**config.mk**
```make
export PLATFORM = sky130hd
export DESIGN_NAME = clipped_alpha_blend
export DESIGN_NICKNAME = d
export VERILOG_FILES = /design/src/design/cab_pkg.sv /design/src/design/clipped_alpha_blend.sv /design/src/design/cab_geom.sv /design/src/design/cab_blend.sv
export VERILOG_INCLUDE_DIRS = /design/src /design/src/design
export SDC_FILE = /design/constraint.sdc
export NUM_CORES = 2
export LEC_CHECK = 0
export ABC_AREA = 1
export BUFFER_PORTS_ARGS = -buffer_cell sky130_fd_sc_hd__buf_2
export CORE_AREA = 3 3 240 242
export CTS_CLUSTER_SIZE = 28
export DETAILED_ROUTE_END_ITERATION = 8
export DIE_AREA = 0 0 243 245
export GPL_TIMING_DRIVEN = 0
export PLACE_DENSITY_LB_ADDON = 0.05
export SYNTH_ARGS = -nofsm -noshare
export SYNTH_HDL_FRONTEND = slang
export SYNTH_SLANG_ARGS = --single-unit
```
**constraint.sdc**
```tcl
create_clock -name clk_i -period 19.71 [get_ports clk_i]
set_input_delay 2.9565 -clock clk_i [delete_from_list [all_inputs] [get_ports clk_i]]
set_output_delay 2.9565 -clock clk_i [all_outputs]
set_load 0.1 [all_outputs]
```
**src/design/assert_macros.svh**
```systemverilog
// ---------------------------------------------------------------------------
// Assertion macros
// Shared concurrent assertion forms, clocked on clk_i and held off in reset.
// ---------------------------------------------------------------------------
`ifndef ASSERT_MACROS_SVH
`define ASSERT_MACROS_SVH

// Same-cycle implication.
`define CAB_ASSERT_IMPL(lbl, ante, cons, msg) \
  lbl: assert property (@(posedge clk_i) disable iff (!rst_ni) (ante) |-> (cons)) \
    else $error(msg);

// Next-cycle implication.
`define CAB_ASSERT_NEXT(lbl, ante, cons, msg) \
  lbl: assert property (@(posedge clk_i) disable iff (!rst_ni) (ante) |=> (cons)) \
    else $error(msg);

`endif

```
**src/design/cab_pkg.sv**
```systemverilog
// ---------------------------------------------------------------------------
// cab_pkg
// Types, constants and helpers shared by the clipped alpha blend pipeline.
// ---------------------------------------------------------------------------
package cab_pkg;

  localparam int MaxCanvasDim = 4096;
  localparam int DimW         = 13;
  localparam int CoordW       = 12;
  localparam int AddrW        = 24;
  localparam int CfgIdxW      = 3;
  localparam int CfgDataW     = 13;

  localparam logic [7:0] AlphaOpaque = 8'hff;

  typedef enum logic [CfgIdxW-1:0] {
    CFG_CANVAS_WIDTH  = 3'd0,
    CFG_CANVAS_HEIGHT = 3'd1,
    CFG_DEST_X        = 3'd2,
    CFG_DEST_Y        = 3'd3,
    CFG_LAYER_ALPHA   = 3'd4
  } cfg_idx_e;

  typedef struct packed {
    logic [31:0]       source_pixel;
    logic [31:0]       canvas_pixel;
    logic [CoordW-1:0] image_column;
    logic [CoordW-1:0] image_row;
  } in_t;

  typedef struct packed {
    logic             write_enable;
    logic [AddrW-1:0] canvas_address;
    logic [31:0]      blended_pixel;
  } out_t;

  // Load enables of the four pipeline stages.
  typedef struct packed {
    logic en1;
    logic en2;
    logic en3;
    logic en4;
  } ctl_t;

  // Exact x / 255 for any x up to 255 * 255.
  function automatic logic [7:0] div255(input logic [15:0] x);
    logic [16:0] t;
    t = {1'b0, x} + {9'd0, x[15:8]} + 17'd1;
    return t[15:8];
  endfunction

  function automatic logic [DimW-1:0] clamp_dim(input logic [DimW-1:0] d);
    return (d > DimW'(MaxCanvasDim)) ? DimW'(MaxCanvasDim) : d;
  endfunction

endpackage

```
**src/design/clipped_alpha_blend.sv**
```systemverilog
// ---------------------------------------------------------------------------
// clipped_alpha_blend
// Alpha-over blend of one ARGB 8888 source pixel onto a clipped canvas.
// ---------------------------------------------------------------------------
// Usage: each input request carries a source pixel, the canvas pixel under it
// and the pixel's column and row inside the image. A request is taken at a
// rising edge with in_valid_i high and in_stall_o low; a result request leaves
// at an edge with out_valid_o high and out_stall_i low. Every input request
// gives exactly one result request, in order.
// The pipeline takes one request per cycle while out_stall_i is low, through
// four register stages (position and alpha product, address multiply and alpha
// divide, channel products, output register).
// When the receiver stalls, the output register holds its request and stages
// behind it keep filling until the first full stage; in_stall_o rises only when
// stage one is occupied and cannot move on.
// The user must write registers over the cfg port (always ready) only while
// the pipeline is empty; the block does not enforce this. Reset empties the
// pipeline and loads a 640 x 480 canvas, a zero offset and an opaque layer alpha.
// ---------------------------------------------------------------------------
`include "assert_macros.svh"

module clipped_alpha_blend import cab_pkg::*; (
  input  logic                clk_i,
  input  logic                rst_ni,
  input  logic                in_valid_i,
  output logic                in_stall_o,
  input  in_t                 in_data_i,
  output logic                out_valid_o,
  input  logic                out_stall_i,
  output out_t                out_data_o,
  input  logic                cfg_valid_i,
  output logic                cfg_ready_o,
  input  logic [CfgIdxW-1:0]  cfg_index_i,
  input  logic [CfgDataW-1:0] cfg_data_i
);

  // Configuration registers.
  logic [DimW-1:0] canvas_width_q, canvas_height_q, dest_x_q, dest_y_q;
  logic [7:0]      layer_alpha_q;

  // Stage valid bits and handshake.
  logic v1_q, v2_q, v3_q, v4_q;
  logic rdy1, rdy2, rdy3, rdy4;
  ctl_t ctl;

  logic              geom_inr;
  logic [AddrW-1:0]  geom_addr;
  logic              blend_anz;
  logic [31:0]       blend_pix;
  out_t              out_d, out_q;

  assign cfg_ready_o = 1'b1;

  always_ff @(posedge clk_i or negedge rst_ni) begin
    if (!rst_ni) begin
      canvas_width_q  <= DimW'(640);
      canvas_height_q <= DimW'(480);
      dest_x_q        <= '0;
      dest_y_q        <= '0;
      layer_alpha_q   <= AlphaOpaque;
    end else if (cfg_valid_i && cfg_ready_o) begin
      case (cfg_index_i)
        CFG_CANVAS_WIDTH:  canvas_width_q  <= cfg_data_i;
        CFG_CANVAS_HEIGHT: canvas_height_q <= cfg_data_i;
        CFG_DEST_X:        dest_x_q        <= cfg_data_i;
        CFG_DEST_Y:        dest_y_q        <= cfg_data_i;
        CFG_LAYER_ALPHA:   layer_alpha_q   <= cfg_data_i[7:0];
        default:           ;
      endcase
    end
  end

  // A stage loads when it is empty or its contents move on this cycle, so
  // bubbles close up behind a stalled output.
  assign rdy4 = !v4_q || !out_stall_i;
  assign rdy3 = !v3_q || rdy4;
  assign rdy2 = !v2_q || rdy3;
  assign rdy1 = !v1_q || rdy2;

  assign ctl.en1 = rdy1;
  assign ctl.en2 = rdy2;
  assign ctl.en3 = rdy3;
  assign ctl.en4 = rdy4;

  assign in_stall_o = !rdy1;

  always_ff @(posedge clk_i or negedge rst_ni) begin
    if (!rst_ni) begin
      v1_q <= 1'b0;
      v2_q <= 1'b0;
      v3_q <= 1'b0;
      v4_q <= 1'b0;
    end else begin
      if (rdy1) v1_q <= in_valid_i;
      if (rdy2) v2_q <= v1_q;
      if (rdy3) v3_q <= v2_q;
      if (rdy4) v4_q <= v3_q;
    end
  end

  cab_geom u_geom (
    .clk_i           (clk_i),
    .ctl_i           (ctl),
    .canvas_width_i  (canvas_width_q),
    .canvas_height_i (canvas_height_q),
    .dest_x_i        (dest_x_q),
    .dest_y_i        (dest_y_q),
    .image_column_i  (in_data_i.image_column),
    .image_row_i     (in_data_i.image_row),
    .in_range_o      (geom_inr),
    .addr_o          (geom_addr)
  );

  cab_blend u_blend (
    .clk_i          (clk_i),
    .ctl_i          (ctl),
    .layer_alpha_i  (layer_alpha_q),
    .source_pixel_i (in_data_i.source_pixel),
    .canvas_pixel_i (in_data_i.canvas_pixel),
    .alpha_nz_o     (blend_anz),
    .pixel_o        (blend_pix)
  );

  // A clipped or fully transparent pixel reports no write and zero fields.
  always_comb begin
    out_d.write_enable   = geom_inr && blend_anz;
    out_d.canvas_address = out_d.write_enable ? geom_addr : '0;
    out_d.blended_pixel  = out_d.write_enable ? blend_pix : '0;
  end

  always_ff @(posedge clk_i) begin
    if (ctl.en4) begin
      out_q <= out_d;
    end
  end

  assign out_valid_o = v4_q;
  assign out_data_o  = out_q;

  `CAB_ASSERT_IMPL(a_nowrite_zero, out_valid_o && !out_data_o.write_enable, out_data_o.canvas_address == '0 && out_data_o.blended_pixel == '0, "non-write result has non-zero fields")
  `CAB_ASSERT_IMPL(a_write_opaque, out_valid_o && out_data_o.write_enable, out_data_o.blended_pixel[31:24] == AlphaOpaque, "written pixel is not opaque")
  `CAB_ASSERT_NEXT(a_stage1_held, v1_q && !rdy2, v1_q, "stage one request lost while blocked")
  `CAB_ASSERT_IMPL(a_stall_only_full, !v1_q, !in_stall_o, "input stalled with stage one empty")

endmodule

```
**src/design/cab_geom.sv**
```systemverilog
// ---------------------------------------------------------------------------
// cab_geom
// Target position, clip test and canvas address over three stages.
// ---------------------------------------------------------------------------
module cab_geom import cab_pkg::*; (
  input  logic              clk_i,
  input  ctl_t              ctl_i,
  input  logic [DimW-1:0]   canvas_width_i,
  input  logic [DimW-1:0]   canvas_height_i,
  input  logic [DimW-1:0]   dest_x_i,
  input  logic [DimW-1:0]   dest_y_i,
  input  logic [CoordW-1:0] image_column_i,
  input  logic [CoordW-1:0] image_row_i,
  output logic              in_range_o,
  output logic [AddrW-1:0]  addr_o
);

  logic [DimW-1:0]   w_clamp, h_clamp;
  logic [DimW:0]     tx_s, ty_s;
  logic              inr_d;
  logic [CoordW-1:0] tx_q, ty_q;
  logic              inr1_q, inr2_q, inr3_q;
  logic [2*DimW-1:0] addr_sum;
  logic [AddrW-1:0]  addr2_q, addr3_q;

  assign w_clamp = clamp_dim(canvas_width_i);
  assign h_clamp = clamp_dim(canvas_height_i);

  // Sign-extended offset plus zero-extended image coordinate.
  assign tx_s = {dest_x_i[DimW-1], dest_x_i} + {2'b00, image_column_i};
  assign ty_s = {dest_y_i[DimW-1], dest_y_i} + {2'b00, image_row_i};

  assign inr_d = !tx_s[DimW] && !ty_s[DimW]
              && (tx_s[DimW-1:0] < w_clamp) && (ty_s[DimW-1:0] < h_clamp);

  assign addr_sum = ({{(2*DimW-CoordW){1'b0}}, ty_q} * {{DimW{1'b0}}, w_clamp})
                  + {{(2*DimW-CoordW){1'b0}}, tx_q};

  always_ff @(posedge clk_i) begin
    if (ctl_i.en1) begin
      tx_q   <= tx_s[CoordW-1:0];
      ty_q   <= ty_s[CoordW-1:0];
      inr1_q <= inr_d;
    end
    if (ctl_i.en2) begin
      addr2_q <= addr_sum[AddrW-1:0];
      inr2_q  <= inr1_q;
    end
    if (ctl_i.en3) begin
      addr3_q <= addr2_q;
      inr3_q  <= inr2_q;
    end
  end

  assign in_range_o = inr3_q;
  assign addr_o     = addr3_q;

endmodule

```
**src/design/cab_blend.sv**
```systemverilog
// ---------------------------------------------------------------------------
// cab_blend
// Alpha scaling and per-channel blend; the final divide is left combinational
// in front of the output register.
// ---------------------------------------------------------------------------
module cab_blend import cab_pkg::*; (
  input  logic        clk_i,
  input  ctl_t        ctl_i,
  input  logic [7:0]  layer_alpha_i,
  input  logic [31:0] source_pixel_i,
  input  logic [31:0] canvas_pixel_i,
  output logic        alpha_nz_o,
  output logic [31:0] pixel_o
);

  logic [15:0] aprod_q;
  logic [23:0] src1_q, cvs1_q, src2_q, cvs2_q;
  logic [7:0]  a_q;
  logic [15:0] sum_d [3];
  logic [15:0] sum_q [3];
  logic        anz_q;
  logic [15:0] acc;
  logic [7:0]  inv_a;

  assign inv_a = AlphaOpaque - a_q;

  // The two products of a channel always sum to at most 255 * 255.
  always_comb begin
    for (int i = 0; i < 3; i++) begin
      acc = ({8'd0, src2_q[8*i +: 8]} * {8'd0, a_q})
          + ({8'd0, cvs2_q[8*i +: 8]} * {8'd0, inv_a});
      sum_d[i] = acc;
    end
  end

  always_ff @(posedge clk_i) begin
    if (ctl_i.en1) begin
      aprod_q <= {8'd0, source_pixel_i[31:24]} * {8'd0, layer_alpha_i};
      src1_q  <= source_pixel_i[23:0];
      cvs1_q  <= canvas_pixel_i[23:0];
    end
    if (ctl_i.en2) begin
      a_q    <= div255(aprod_q);
      src2_q <= src1_q;
      cvs2_q <= cvs1_q;
    end
    if (ctl_i.en3) begin
      for (int i = 0; i < 3; i++) begin
        sum_q[i] <= sum_d[i];
      end
      anz_q <= (a_q != 8'd0);
    end
  end

  assign alpha_nz_o = anz_q;
  assign pixel_o    = {AlphaOpaque, div255(sum_q[2]), div255(sum_q[1]), div255(sum_q[0])};

endmodule

```
* Word-level counts from Yosys, hierarchy flattened
Memory sizes are Yosys's and may differ from the RTL's. Cells that the tools add are included. Widths: inputs -> output; s select.
Storage, ports and cells: output and inout port bits 60, memory bits (writable) 48, memories kept 1, word-level logic and storage cells 87, register bits 317
Cells by class: $add $sub $neg 15, equal/unequal tests 4, muxes and demuxes 5, $mul 8, order comparisons 4, reduce and logical (&&, ||, !) cells 23
Memories:
- u_blend.sum_q | depth 3, bits a word 16, read ports 3, clocked after Yosys merged registers in 0, wr ports 3, line cab_blend.sv:20 | logic [15:0] sum_q [3];
Operators by type and width (count):
- $mul 8x8->16 | 7
- $add 16x1->16 const B | 4
- $add 16x8->16 | 4
- $add 16x16->16 | 3
- $mux 32 | 1
- $add 13x13->14 | 2
- $gt 13x13->1 const B | 2
- $lt 13x13->1 | 2
- $mux 13 | 2
- $add 24x12->24 | 1
- $mul 12x13->24 | 1
- $reduce_and 2->1 | 5
- $logic_not 1->1 | 8
- $reduce_bool 8->1 | 1
- $sub 8x8->8 const A | 1
- $eq 3x2->1 const B | 2
- $logic_and 1x1->1 | 4
- $logic_or 1x1->1 | 4
- $eq 3x1->1 const B | 1
- $eq 3x3->1 const B | 1
- $logic_not 3->1 | 1
- $mux 1 | 2

* Depth between registers and ports, before layout
depth after elaboration 6, depth in mapped cells 29, gate-level depth less buffers 29

* Hierarchy
Synthesis repeated with hierarchy kept, for this count alone.
Unflattened totals: cell total of the unflattened synthesis 4542, area total of the unflattened synthesis 38129.1 µm²
Modules (own cells, without submodules):
- cab_blend | sequential area each 5074.9 µm², times used 1, cells each 2931, area an instance 23565.1 µm²
- cab_geom | sequential area each 2252.2 µm², times used 1, cells each 1153, area an instance 9804.4 µm²
- clipped_alpha_blend | sequential area each 3330.7 µm², times used 1, cells each 458, area an instance 4759.6 µm²

* Worst setup path before layout
Ideal clock, no wire load.
path type in2out, start input port out_stall_i, end output port in_stall_o, data arrival time 8.521 ns, path slack 8.233 ns, stages 6, buffers on the path 0, cells stage by stage nand2_1 -> nor2_1 -> inv_1 -> nor2_1 -> inv_1 -> nor2_1
Between the ends: word-level cells in the longest chain between the ends 6
RTL lines:
- from (decl) | line clipped_alpha_blend.sv:29 | input logic out_stall_i,
- $logic_not 1->1 | line clipped_alpha_blend.sv:75 | assign rdy4 = !v4_q || !out_stall_i;
- $logic_or 1x1->1 | line clipped_alpha_blend.sv:75
- $logic_or 1x1->1 | line clipped_alpha_blend.sv:76 | assign rdy3 = !v3_q || rdy4;
- via rdy3 | line clipped_alpha_blend.sv:43 | logic rdy1, rdy2, rdy3, rdy4;
- $logic_or 1x1->1 | line clipped_alpha_blend.sv:77 | assign rdy2 = !v2_q || rdy3;
- via rdy2 | line clipped_alpha_blend.sv:43
- $logic_or 1x1->1 | line clipped_alpha_blend.sv:78 | assign rdy1 = !v1_q || rdy2;
- $logic_not 1->1 | line clipped_alpha_blend.sv:85 | assign in_stall_o = !rdy1;
- to (decl) | line clipped_alpha_blend.sv:26 | output logic in_stall_o,
The timed path passes the listed nets, and every way through them passes these cells.

* Worst setup path after layout
start input port out_stall_i, end output port in_stall_o
Between the ends: word-level cells in the longest chain between the ends 6
RTL lines (line):
- $logic_not 1->1 | clipped_alpha_blend.sv:75
- $logic_or 1x1->1 | clipped_alpha_blend.sv:75
- via rdy4 | clipped_alpha_blend.sv:43
- $logic_or 1x1->1 | clipped_alpha_blend.sv:76
- via rdy3 | clipped_alpha_blend.sv:43
- $logic_or 1x1->1 | clipped_alpha_blend.sv:77
- via rdy2 | clipped_alpha_blend.sv:43
- $logic_or 1x1->1 | clipped_alpha_blend.sv:78
- $logic_not 1->1 | clipped_alpha_blend.sv:85
The timed path passes the listed nets, and every way through them passes these cells.

==> key figures <==
Place
  • I/O Buffers: 151
  • Gpl congestion: 0.9237
  • Detail Placement HPWL: 66.44 mm
  • Placed insts: 4909

Floorplan
  • Die Span Y: 245 um
  • Die X: 243 um
  • Number of top-level pins: 169
  • Core box area: 55310 um2
  • Die ar.: 59540 um2
  • Initial core utilization: 0.6503
  • Site Rows: 86

STA
  • Setup TNS: 0 ns
  • Clk_skew: 0.01977 ns
  • Max_slew headroom: 0.3784
  • Least-Margin Pin Slew: 0.9324 ns
  • RSZ-0062 raised after global routing: no
  • Period minus WS final: 7.813 ns
  • Max-slew violation count: 0
  • Final setup viols: 0
  • Final Hold Violating Endpoints: 0
  • Highest clock rate: 128.0 MHz
  • Final period util: 0.3964

GRT
  • GRT Resource Usage Total: 0.2885
  • Largest net degree at the start of global routing: 66
  • GRT overflow: 0
  • Vias in the first global route: 26888
  • Initial antenna violation count: 2
  • Global-route wire length before repair: 136.4 mm

Detailed routing
  • Antenna-violating nets left: 0
  • Total Routed Length: 81.99 mm
  • Detailed Route Iter0 Violations: 1621
  • WL met1: 34.85 mm
  • Routed wl met2: 38.75 mm
  • Vias per cell: 5.305
  • Residual DRC: 0
  • Metal3 WL: 5.936 mm
  • Post-DR wirelength/cell: 16.45 um
  • Top sig layer: met5
  • DRT Pass-1 Iters: 6
  • DR vias: 26444

Layout
  • Final net count: 5125
  • Final cell count without fillers: 4985
  • Diode count: 0
  • Layout cells sized above 1: 0.06962
  • Area grow syn2layout: 9.114%

Clocking
  • Clk slew on worst S/H paths: 0.06 ns
  • Skew-Pair Late Insertion Delay: 0.58 ns
  • Post-CTS setup buffer count: 0
  • H-tree Lvls: 2
  • Clock Sinks: 357
  • Hold buffers post-CTS: 0
  • CTS tree: built
  • CTS root buf: clkbuf_16
  • PostCTS Resize Cnt: 0
  • CTS Buffer Depth: 3
  • Num CTS Buffers: 41

Setup path
  • Critical path start-end classification: in2out
  • CP endpoint kind: output pin
  • Most common cell on crit path: nor2_1
  • Critical-path top delay cell: buf_2
  • Critical-path cell list: buf_2 > nand2_2 > nor2_1 > inv_4 > nor2_1 > inv_4 > nor2_1 > buf_2
  • Critical path's top delay family: simple AND/OR/NAND/NOR gates
  • Slowest cell delay on critical path: 0.49 ns
  • CP max FO: 19
  • WP buf/inv: 4
  • Critical path arrival: 4.86 ns
  • CP Launch Type: primary input
  • Worst EP required: 16.75 ns

Synth
  • Yosys warning total: 0
  • Synth top cells by count: inv_1, nand2_1, fa_1
  • Most area-consuming cells after synthesis: fa_1, edfxtp_1, ha_1, inv_1, nand2_1
  • Synth unique cells: 41
  • Top-count cell post-synth: inv_1
  • Syn Inst Count: 4004
  • Post-synth top area share: 0.2482
  • Synth async-reset ratio: 0.1793
  • Sequential area share after synthesis: 0.2896
  • Ys flop type: edfxtp_1
  • Synth area leader: fa_1
  • Post-synthesis register bit count: 357
  • Syn Std Cell Area: 35970 um2
  • EDFF count, synth: 293
  • Avg Cell Area, Syn: 8.983 um2

Run status
  • Outcome: finished, final reports clean

Job
  • Max_cap viols: 0

Hold path
  • Worst min path class: reg2reg
layout make-up:
cell class | count | area (um2)
Multi-Input combinational cell | 2616 | 21600
Clock inverter | 23 | 320.3
Clock buffer | 53 | 1144
Fill cell | 4378 | 16060
Sequential cell | 357 | 10420
Tap cell | 748 | 935.9
Buffer | 113 | 491.7
Timing Repair Buffer | 155 | 860.8
Inverter | 920 | 3475
worst register-to-register path: stages (launching register included):
cell      delay (ns)
edfxtp_1        0.38
clkbuf_1        0.72
buf_1           0.63
nand2_1         0.17
fa_1            0.56
inv_1           0.05
fa_1            0.47
inv_1           0.06
fa_1            0.48
fa_1            0.57
fa_1            0.43
fa_1            0.49
inv_1           0.04
ha_1            0.40
nand2_1         0.13
o21ai_0         0.25
nand2_1         0.08
nand3_1         0.09
xor2_1          0.28
state kept, by name, indices dropped and copies added, names as in the netlist, 8 cells and up:
register	count
out_data_o	49
u_blend.sum_q	48
u_blend.cvs1_q	24
u_blend.cvs2_q	24
u_blend.src1_q	24
u_blend.src2_q	24
u_geom.addr2_q	24
u_geom.addr_o	24
u_blend.aprod_q	16
canvas_height_q	13
canvas_width_q	13
dest_x_q	13
dest_y_q	13
u_geom.tx_q	12
u_geom.ty_q	12
layer_alpha_q	8
u_blend.a_q	8
per-stage QoR:
step / util / worst slack (ns) / instance area [um2] / hold WS (ns)
6_report: 0.7096 / 11.90 / 39250 / 0.4089
5_1_grt: 0.7096 / 11.68 / 39250 / 0.4128
4_1_cts: 0.7096 / 11.85 / 39250 / 0.4092
3_5_place_dp: 0.6831 / 11.89 / 37780 / 0.4045
3_3_place_gp: 0.6810 / 6.582 / 37670 / 0.4006
2_1_floorplan: - / 8.233 / 35970 / 0.4003
cells in the final DEF (no fill, tap or decap), types with 4 or more instances in the layout:
| cell | synthesis | final |
|---|---|---|
| or2_2 | 6 | 6 |
| bufinv_16 | 0 | 5 |
| inv_2 | 4 | 4 |
| nand4_1 | 25 | 25 |
| clkbuf_16 | 0 | 43 |
| clkinv_2 | 3 | 10 |
| nand2_1 | 843 | 842 |
| dfrtp_1 | 50 | 50 |
| a21oi_1 | 130 | 130 |
| nand3_1 | 107 | 107 |
| buf_2 | 0 | 150 |
| xor2_1 | 63 | 63 |
| o21a_1 | 11 | 11 |
| conb_1 | 2 | 4 |
| dfstp_2 | 14 | 14 |
| nor2_1 | 397 | 397 |
| clkbuf_8 | 1 | 4 |
| edfxtp_1 | 293 | 293 |
| clkbuf_2 | 19 | 19 |
| a21o_1 | 5 | 5 |
| o21bai_1 | 10 | 10 |
| clkinv_1 | 5 | 7 |
| inv_1 | 906 | 903 |
| nand2_8 | 4 | 4 |
| clkbuf_1 | 73 | 80 |
| inv_6 | 2 | 4 |
| nand2_4 | 6 | 6 |
| nor4_1 | 7 | 7 |
| fa_1 | 446 | 446 |
| buf_1 | 11 | 11 |
| nor3_1 | 17 | 17 |
| ha_1 | 366 | 366 |
| buf_4 | 9 | 10 |
| a21boi_0 | 4 | 4 |
| nand3b_1 | 5 | 5 |
| xnor2_1 | 34 | 34 |
| o21ai_0 | 116 | 116 |
worst paths after layout:
check,start,to,slack [ns],cells after the start
max,out_stall_i,in_stall_o,11.90,8
min,u_geom.addr2_q[7],u_geom.addr_o[7],0.41,0
max reg2reg,u_blend.a_q[4],u_blend.sum_q[0][14],13.24,18
min reg2reg,u_geom.addr2_q[7],u_geom.addr_o[7],0.41,0
max in group asynchronous,rst_ni,dest_x_q[2],16.67,1
min in group asynchronous,rst_ni,dest_y_q[6],2.49,1
metal layers:
metal,vias to the layer above,global-route usage
li1,12634,-
met1,12759,0.3932
met2,910,0.4842
met3,137,0.04763
met4,4,0.07961
met5,-,0
cell families (layout without fill, tap and decap cells):
kind of cell	count (synthesis)	after routing	synth area share
other	2	4	0.0002088
AO/OA/AOI/OAI	283	283	0.04192
adder cells (fa/ha/maj)	812	812	0.3756
flip-flops	357	357	0.2896
buffers and inverters	1033	1264	0.1101
XOR/XNOR	97	97	0.02362
AND/OR/NAND/NOR	1420	1420	0.1590
Power is not shown: default switching activity piles up to over one toggle a cycle in this logic, so the estimate is an artifact.
